===== src/dpfa_pkg.sv =====
// Shared types and constants for the dining seat fork arbiter.
package dpfa_pkg;

  // Default ring size and the fixed widths of the stream fields.
  localparam int MAX_SEATS   = 8;
  localparam int CNT_W       = 4;
  localparam int SEAT_W      = 3;
  localparam int MASK_W      = 8;
  localparam logic [CNT_W-1:0] ACTIVE_SEATS_RESET = 4'd5;

  // Life cycle of one seat.
  typedef enum logic [1:0] {
    SEAT_THINKING = 2'd0,
    SEAT_HUNGRY   = 2'd1,
    SEAT_EATING   = 2'd2
  } seat_state_e;

  // Per-seat control decoded from the accepted request word.
  typedef struct packed {
    logic update;        // request accepted and seat index valid
    logic set_hungry;    // this seat asks for its forks
    logic set_thinking;  // this seat puts its forks down
    logic test_first;    // first eligibility test lands on this seat
    logic test_second;   // second test, after the first has taken effect
  } seat_ctrl_t;

endpackage


===== src/dpfa_seat_cell.sv =====
// One seat of the ring: holds its state and hands its eating flags to its neighbours.
module dpfa_seat_cell (
  input  logic                clk_i,
  input  logic                rst_ni,
  input  dpfa_pkg::seat_ctrl_t ctrl_i,
  input  logic                left_pre_eat_i,
  input  logic                right_pre_eat_i,
  input  logic                left_mid_eat_i,
  input  logic                right_mid_eat_i,
  output logic                pre_eat_o,
  output logic                mid_eat_o,
  output logic                grant_o,
  output logic                eating_o
);

  dpfa_pkg::seat_state_e state_q, state_d;
  dpfa_pkg::seat_state_e pre_state, mid_state;
  logic grant_first, grant_second;

  // The requesting seat changes first; the tests then see that change.
  always_comb begin
    if (ctrl_i.set_hungry) begin
      pre_state = dpfa_pkg::SEAT_HUNGRY;
    end else if (ctrl_i.set_thinking) begin
      pre_state = dpfa_pkg::SEAT_THINKING;
    end else begin
      pre_state = state_q;
    end
  end

  // First test uses the neighbours as they stand after the request update.
  assign grant_first = ctrl_i.test_first && (pre_state == dpfa_pkg::SEAT_HUNGRY) &&
                       !left_pre_eat_i && !right_pre_eat_i;
  assign mid_state   = grant_first ? dpfa_pkg::SEAT_EATING : pre_state;

  // Second test sees whatever the first test granted.
  assign grant_second = ctrl_i.test_second && (mid_state == dpfa_pkg::SEAT_HUNGRY) &&
                        !left_mid_eat_i && !right_mid_eat_i;
  assign state_d      = grant_second ? dpfa_pkg::SEAT_EATING : mid_state;

  assign pre_eat_o = (pre_state == dpfa_pkg::SEAT_EATING);
  assign mid_eat_o = (mid_state == dpfa_pkg::SEAT_EATING);
  assign grant_o   = grant_first || grant_second;
  assign eating_o  = (state_d == dpfa_pkg::SEAT_EATING);

  // Seat state register.
  always_ff @(posedge clk_i or negedge rst_ni) begin
    if (!rst_ni) begin
      state_q <= dpfa_pkg::SEAT_THINKING;
    end else if (ctrl_i.update) begin
      state_q <= state_d;
    end
  end

endmodule


===== src/dining_philosophers_fork_arbiter_unit.sv =====
// Top level of the dining seat fork arbiter: request decode, seat ring and result register.
//
// Requests arrive on the s_axis channel, one word per request: tuser carries the
// mode (0 take forks, 1 put forks) and tdata the seat index. Each word produces
// exactly one result word on m_axis: grant mask and eating mask in tdata, and in
// tuser a flag marking a seat index at or beyond the active seat count (such a
// request changes nothing and grants nobody).
// The seats form a row of cells that exchange their eating flags with their ring
// neighbours; a request is decoded, tested and written back in the cycle it is
// accepted, and its result is registered for the following cycle, so one request
// can be accepted every cycle while the receiver keeps up. The throughput is set
// by the single result register: a new word is taken whenever that register is
// empty or being drained, so a stalled receiver holds off the request side after one word.
// The cfg channel writes the active seat count (always ready); it should only be
// written while no request is outstanding. Reset sets every seat thinking and the
// seat count to five; no clearing pass is needed.
module dining_philosophers_fork_arbiter_unit #(
  parameter int MaxSeats = dpfa_pkg::MAX_SEATS
) (
  input  logic                         clk_i,
  input  logic                         rst_ni,
  // Configuration: active seat count.
  input  logic                         cfg_valid_i,
  output logic                         cfg_ready_o,
  input  logic [dpfa_pkg::CNT_W-1:0]   cfg_data_i,
  // Requests.
  input  logic                         s_axis_tvalid,
  output logic                         s_axis_tready,
  input  logic [7:0]                   s_axis_tdata,   // [2:0] seat_index
  input  logic [0:0]                   s_axis_tuser,   // [0] mode
  // Results.
  output logic                         m_axis_tvalid,
  input  logic                         m_axis_tready,
  output logic [2*dpfa_pkg::MASK_W-1:0] m_axis_tdata,  // [7:0] grant_mask, [15:8] eating_mask
  output logic [0:0]                   m_axis_tuser    // [0] bad_seat
);

  localparam int CntW   = dpfa_pkg::CNT_W;
  localparam int MaskW  = dpfa_pkg::MASK_W;
  localparam int IdxW   = (MaxSeats > 1) ? $clog2(MaxSeats) : 1;
  localparam int CntMax = (MaxSeats < (2**CntW - 1)) ? MaxSeats : (2**CntW - 1);

  logic [CntW-1:0] active_q;
  logic [CntW-1:0] seat_cnt;
  logic [CntW-1:0] seat_ext, left_seat, right_seat;
  logic [IdxW-1:0] last_idx;
  logic            s_fire, bad_seat, mode, upd;

  logic [MaxSeats-1:0] pre_eat, mid_eat, grant_vec, eat_vec;
  logic [MaxSeats-1:0] left_pre, right_pre, left_mid, right_mid;
  dpfa_pkg::seat_ctrl_t [MaxSeats-1:0] ctrl;

  logic [MaskW-1:0] grant_mask, eating_mask;
  logic             m_valid_q;
  logic [2*MaskW-1:0] m_data_q;
  logic             m_user_q;

  // Configuration register.
  assign cfg_ready_o = 1'b1;
  always_ff @(posedge clk_i or negedge rst_ni) begin
    if (!rst_ni) begin
      active_q <= dpfa_pkg::ACTIVE_SEATS_RESET;
    end else if (cfg_valid_i) begin
      active_q <= cfg_data_i;
    end
  end

  // Effective ring size, clamped to one and to the number of cells.
  always_comb begin
    if (active_q == '0) begin
      seat_cnt = CntW'(1);
    end else if (int'(active_q) > CntMax) begin
      seat_cnt = CntW'(CntMax);
    end else begin
      seat_cnt = active_q;
    end
  end
  assign last_idx = IdxW'(seat_cnt - CntW'(1));

  // Request decode: validity and the two ring neighbours of the seat.
  assign s_axis_tready = !m_valid_q || m_axis_tready;
  assign s_fire        = s_axis_tvalid && s_axis_tready;
  assign mode          = s_axis_tuser[0];
  assign seat_ext      = {1'b0, s_axis_tdata[dpfa_pkg::SEAT_W-1:0]};
  assign bad_seat      = (seat_ext >= seat_cnt);
  assign upd           = s_fire && !bad_seat;
  assign left_seat     = (seat_ext == '0) ? (seat_cnt - CntW'(1)) : (seat_ext - CntW'(1));
  assign right_seat    = ((seat_ext + CntW'(1)) == seat_cnt) ? '0 : (seat_ext + CntW'(1));

  // Row of seat cells with wrap-around at the active count.
  for (genvar k = 0; k < MaxSeats; k++) begin : g_seat
    logic is_seat, is_left, is_right;

    assign is_seat  = (int'(seat_ext) == k);
    assign is_left  = (int'(left_seat) == k);
    assign is_right = (int'(right_seat) == k);

    assign ctrl[k].update       = upd;
    assign ctrl[k].set_hungry   = upd && !mode && is_seat;
    assign ctrl[k].set_thinking = upd && mode && is_seat;
    assign ctrl[k].test_first   = upd && (mode ? is_left : is_seat);
    assign ctrl[k].test_second  = upd && mode && is_right;

    if (k == 0) begin : g_first
      assign left_pre[k] = pre_eat[last_idx];
      assign left_mid[k] = mid_eat[last_idx];
    end else begin : g_inner_left
      assign left_pre[k] = pre_eat[k-1];
      assign left_mid[k] = mid_eat[k-1];
    end

    if (k == MaxSeats - 1) begin : g_end
      assign right_pre[k] = pre_eat[0];
      assign right_mid[k] = mid_eat[0];
    end else begin : g_inner_right
      logic is_last;
      assign is_last      = (int'(last_idx) == k);
      assign right_pre[k] = is_last ? pre_eat[0] : pre_eat[k+1];
      assign right_mid[k] = is_last ? mid_eat[0] : mid_eat[k+1];
    end

    dpfa_seat_cell u_cell (
      .clk_i           (clk_i),
      .rst_ni          (rst_ni),
      .ctrl_i          (ctrl[k]),
      .left_pre_eat_i  (left_pre[k]),
      .right_pre_eat_i (right_pre[k]),
      .left_mid_eat_i  (left_mid[k]),
      .right_mid_eat_i (right_mid[k]),
      .pre_eat_o       (pre_eat[k]),
      .mid_eat_o       (mid_eat[k]),
      .grant_o         (grant_vec[k]),
      .eating_o        (eat_vec[k])
    );
  end

  // Result masks: only the first eight seats are visible, eating only inside the ring.
  for (genvar i = 0; i < MaskW; i++) begin : g_mask
    if (i < MaxSeats) begin : g_have
      assign grant_mask[i]  = grant_vec[i];
      assign eating_mask[i] = eat_vec[i] && (i < int'(seat_cnt));
    end else begin : g_none
      assign grant_mask[i]  = 1'b0;
      assign eating_mask[i] = 1'b0;
    end
  end

  // Result register.
  always_ff @(posedge clk_i or negedge rst_ni) begin
    if (!rst_ni) begin
      m_valid_q <= 1'b0;
    end else if (s_axis_tready) begin
      m_valid_q <= s_fire;
    end
  end

  always_ff @(posedge clk_i) begin
    if (s_fire) begin
      m_data_q <= {eating_mask, grant_mask};
      m_user_q <= bad_seat;
    end
  end

  assign m_axis_tvalid   = m_valid_q;
  assign m_axis_tdata    = m_data_q;
  assign m_axis_tuser[0] = m_user_q;

`ifndef SYNTHESIS
  // A rejected seat index grants nobody.
  assert property (@(posedge clk_i) disable iff (!rst_ni)
    s_fire && bad_seat |=> m_axis_tuser[0] && (m_axis_tdata[MaskW-1:0] == '0))
    else $error("bad seat request produced a grant");

  // Every granted seat is reported as eating.
  assert property (@(posedge clk_i) disable iff (!rst_ni)
    m_axis_tvalid |-> ((m_axis_tdata[MaskW-1:0] & ~m_axis_tdata[2*MaskW-1:MaskW]) == '0))
    else $error("granted seat missing from eating mask");

  // A take request can only grant the requesting seat.
  assert property (@(posedge clk_i) disable iff (!rst_ni)
    s_fire && !bad_seat && !mode |=> $onehot0(m_axis_tdata[MaskW-1:0]))
    else $error("take request granted more than one seat");

  // A put request grants at most its two neighbours.
  assert property (@(posedge clk_i) disable iff (!rst_ni)
    s_fire && !bad_seat && mode |=> ($countones(m_axis_tdata[MaskW-1:0]) <= 2))
    else $error("put request granted more than two seats");
`endif

endmodule

===== config.mk =====
export PLATFORM = sky130hd
export DESIGN_NAME = dining_philosophers_fork_arbiter_unit
export DESIGN_NICKNAME = d
export VERILOG_FILES = /design/src/dpfa_pkg.sv /design/src/dpfa_seat_cell.sv /design/src/dining_philosophers_fork_arbiter_unit.sv
export SDC_FILE = /design/constraint.sdc
export NUM_CORES = 1
export LEC_CHECK = 0
export ABC_AREA = 1
export BUFFER_PORTS_ARGS = -buffer_cell sky130_fd_sc_hd__buf_2
export CAP_MARGIN = 20
export CORE_ASPECT_RATIO = 0.6
export CORE_MARGIN = 4
export CORE_UTILIZATION = 40
export DETAILED_ROUTE_END_ITERATION = 7
export HOLD_SLACK_MARGIN = 0.08
export PLACE_DENSITY = 0.57
export REMOVE_ABC_BUFFERS = 1
export SLEW_MARGIN = 5
export SYNTH_ARGS = -nofsm -noshare
export SYNTH_HDL_FRONTEND = slang
export SYNTH_HIERARCHICAL = 1
export SYNTH_SLANG_ARGS = --single-unit

===== constraint.sdc =====
create_clock -name clk_i -period 7.6 [get_ports clk_i]
set_input_delay 1.52 -clock clk_i [delete_from_list [all_inputs] [get_ports clk_i]]
set_output_delay 1.52 -clock clk_i [all_outputs]
set_load 0.03 [all_outputs]

==> out/results.tsv <==
metric	value	unit
grt_start_max_net_pins	25	
fmax	171	MHz
avgSynthCellArea	6.69	um^2
antenna_found_initial	0	
cts_buffer_depth	2	
power_frac_clock	30.1	%
drv_cap	0	
slew_viol_final	0	
pwr-share-comb	39.2	%
internal_power	0.557	mW
dieArea	11100	um^2
layout_min_cycle_time	5850	ps
gp_congestion	0.933	
drc	0	
p_per_area	214	nW/um^2
dp_hpwl	7690	um
worst_ep_arrival_time	5970	ps
ys_seq_elements	38	
place_area	4060	um^2
clock-sinks	38	
area_growth	12.6	%
drtAntennaViolNets	0	
cts_tree	yes	
n_antenna_cell	0	
drtIter0Drc	203	
fin_nets	635	
hold_violations	0	
core_area	9190	um^2
initial_core_util	41.1	%
sw_frac_of_total	38.8	%
final-setup-viol-count	0	
post-cts-setup-buffers	0	
cts.clk_slew.worst_paths	60	ps
power	0.911	mW
synth.cell_area	3770	um^2
p_seq_share	30.7	%
yosysSeqAreaShare	27.5	%
rsz0062_at_grt	false	
drt_first_pass_iters	5	
dieHeight	83.3	um
fin_crit_sh	77.0	%
wl_per_cell	13.5	um
fin_setup_tns	0	ps
crit_top_cell	nand2_1	
clk_latency	290	ps
worstMarginPinSlew	822	ps
yosys.area_share.adder	5.97	%
viasPerCell	4.80	
hold_buffers	0	
pin_count	38	
worstSetupPathType	in -> reg	
critPathLaunchType	input port	
drive_gt1_share	20.8	%
pre_cts_slack	1530	ps
grt_pass1_wl	16200	um
vias	3507	
crit_fanout	9	
switchingPower	0.353	mW
drt-total-wl	9830	um
fill_cells	955	
rows	27	
cts_resized	0	
ys_types	34	
worst_slack	1750	ps
slew_headroom	45.1	%
cp_slowest_cell	ha_1	
final_util	46.3	%
synth_xor_area_share	0	%
clock_skew	6.02	ps
cts_htree_levels	2	
cts-buffers-inserted	5	
synth_top_family_by_area	simple AND/OR/NAND/NOR gates	
portBuffers	31	
outcome	finished clean	
ir_drop	0.0000901	V
synth-simple-area-share	45.0	%
hp-class	reg -> reg	
cts-root-buf	clkbuf_16	
track_usage	18.3	%
final_area	4250	um^2
reg2reg_slack	2300	ps
die_width	133	um
p_leak	2.14	nW
crit_required	7710	ps
synthCells	564	
globalRoute.totalOverflow	0	
yosysWarningCount	6	
synthMuxAreaShare	0.298	%
synth_compound_area_share	10.2	%
grt_pass1_vias	3202	
crit_path_max_incr_delay	340	ps
endpoint_kind	flip-flop	
-- registers in the layout (all words and copies together) (netlist names) --
register	flops
m_axis_tvalid	1
active_q	4
g_seat.u_cell/state_q	16
m_axis_tuser	1
m_axis_tdata	16
-- Yosys cell counts, drive strengths merged --
cell type	instances	area, um^2
nand4	12	140
nand3	39	205
nor3b	1	7.51
dfrtp	19	475
nor2	81	380
o211ai	1	7.51
mux2	1	11.3
o21ai	29	145
a21boi	19	203
conb	1	3.75
buf	4	37.5
edfxtp	17	510
dfstp	2	52.6
ha	18	225
nor3	2	10.0
a21oi	4	31.3
nand2	214	947
nand3b	1	7.51
inv	99	374
-- power groups by stage --
| stage | logic [mW] | clock network (mW) | registers, mW |
|---|---|---|---|
| 6_report | 0.357 | 0.274 | 0.280 |
| 5_1_grt | 0.404 | 0.289 | 0.285 |
| 4_1_cts | 0.356 | 0.281 | 0.280 |
| 3_5_place_dp | 0.355 | 0 | 0.284 |
| 3_3_place_gp | 0.348 | 0 | 0.283 |
| 2_1_floorplan | 0.265 | 0 | 0.291 |
-- metal layers --
| metal | vias up | GRT usage (%) | share of wire (%) |
|---|---|---|---|
| met5 | - | 0 | 0 |
| met4 | 0 | 4.48 | 1.0 |
| met3 | 8 | 4.54 | 8.0 |
| met2 | 117 | 24.8 | 38 |
| met1 | 1558 | 28.5 | 53 |
| li1 | 1824 | - | - |
-- area by class of cell --
type                       count  area (um^2)  area share (%)
clock buffer                   5          125            2.94
clock inverter                 3         63.8            1.50
sequential                    38         1040            24.4
tap                          130          163            3.83
multi-input combinational    423         2320            54.7
inverter                      99          374            8.80
timing repair buffer          32          163            3.83
-- cells by family (layout without fill, tap and decap cells) --
| family | count (synthesis) | in the layout |
|---|---|---|
| buffers and inverters | 103 | 139 |
| other | 1 | 1 |
| AND/OR/NAND/NOR | 350 | 350 |
| adder cells (fa/ha/maj) | 18 | 18 |
| AO/OA/AOI/OAI | 53 | 53 |
| flip-flops | 38 | 38 |
| multiplexers | 1 | 1 |
-- critical path: cells and delay by family --
| kind | cells | cell delay [ps] |
|---|---|---|
| adder cells (fa/ha/maj) | 1 | 340 |
| AND/OR/NAND/NOR | 25 | 2450 |
| buffers and inverters | 7 | 970 |
| AO/OA/AOI/OAI | 3 | 670 |
-- final timing paths --
kind / start / end / cells after the start
worst min-delay path: active_q[0] / active_q[0] / 2
max in group asynchronous: rst_ni / g_seat[2].u_cell/state_q[0] / 1
worst max register to register: active_q[3] / m_axis_tdata[8] / 37
worst min register to register: active_q[0] / active_q[0] / 2
min in group asynchronous: rst_ni / g_seat[4].u_cell/state_q[1] / 1
worst max-delay path: s_axis_tdata[0] / m_axis_tdata[8] / 36
-- stage by stage --
step           hold WS [ps]  instances
3_5_place_dp            489        722
3_3_place_gp            483        722
2_1_floorplan           468        560
5_1_grt                 521        730
6_report                501        730
4_1_cts                 502        730
-- placed cells by master, fill, tap and decap left out, drive strengths merged --
cell    netlist  layout
nand3b        1       1
bufinv        0       2
nor3b         1       1
nor3          2       2
nand4        12      12
conb          1       1
buf           4      32
dfrtp        19      19
inv          99      99
dfstp         2       2
nand3        39      39
o21ai        29      29
ha           18      18
a21boi       19      19
o211ai        1       1
nor2         81      81
clkinv        0       1
edfxtp       17      17
a21oi         4       4
clkbuf        0       5
mux2          1       1
nand2       214     214
Note: power is estimated with default switching activity, not from simulation.
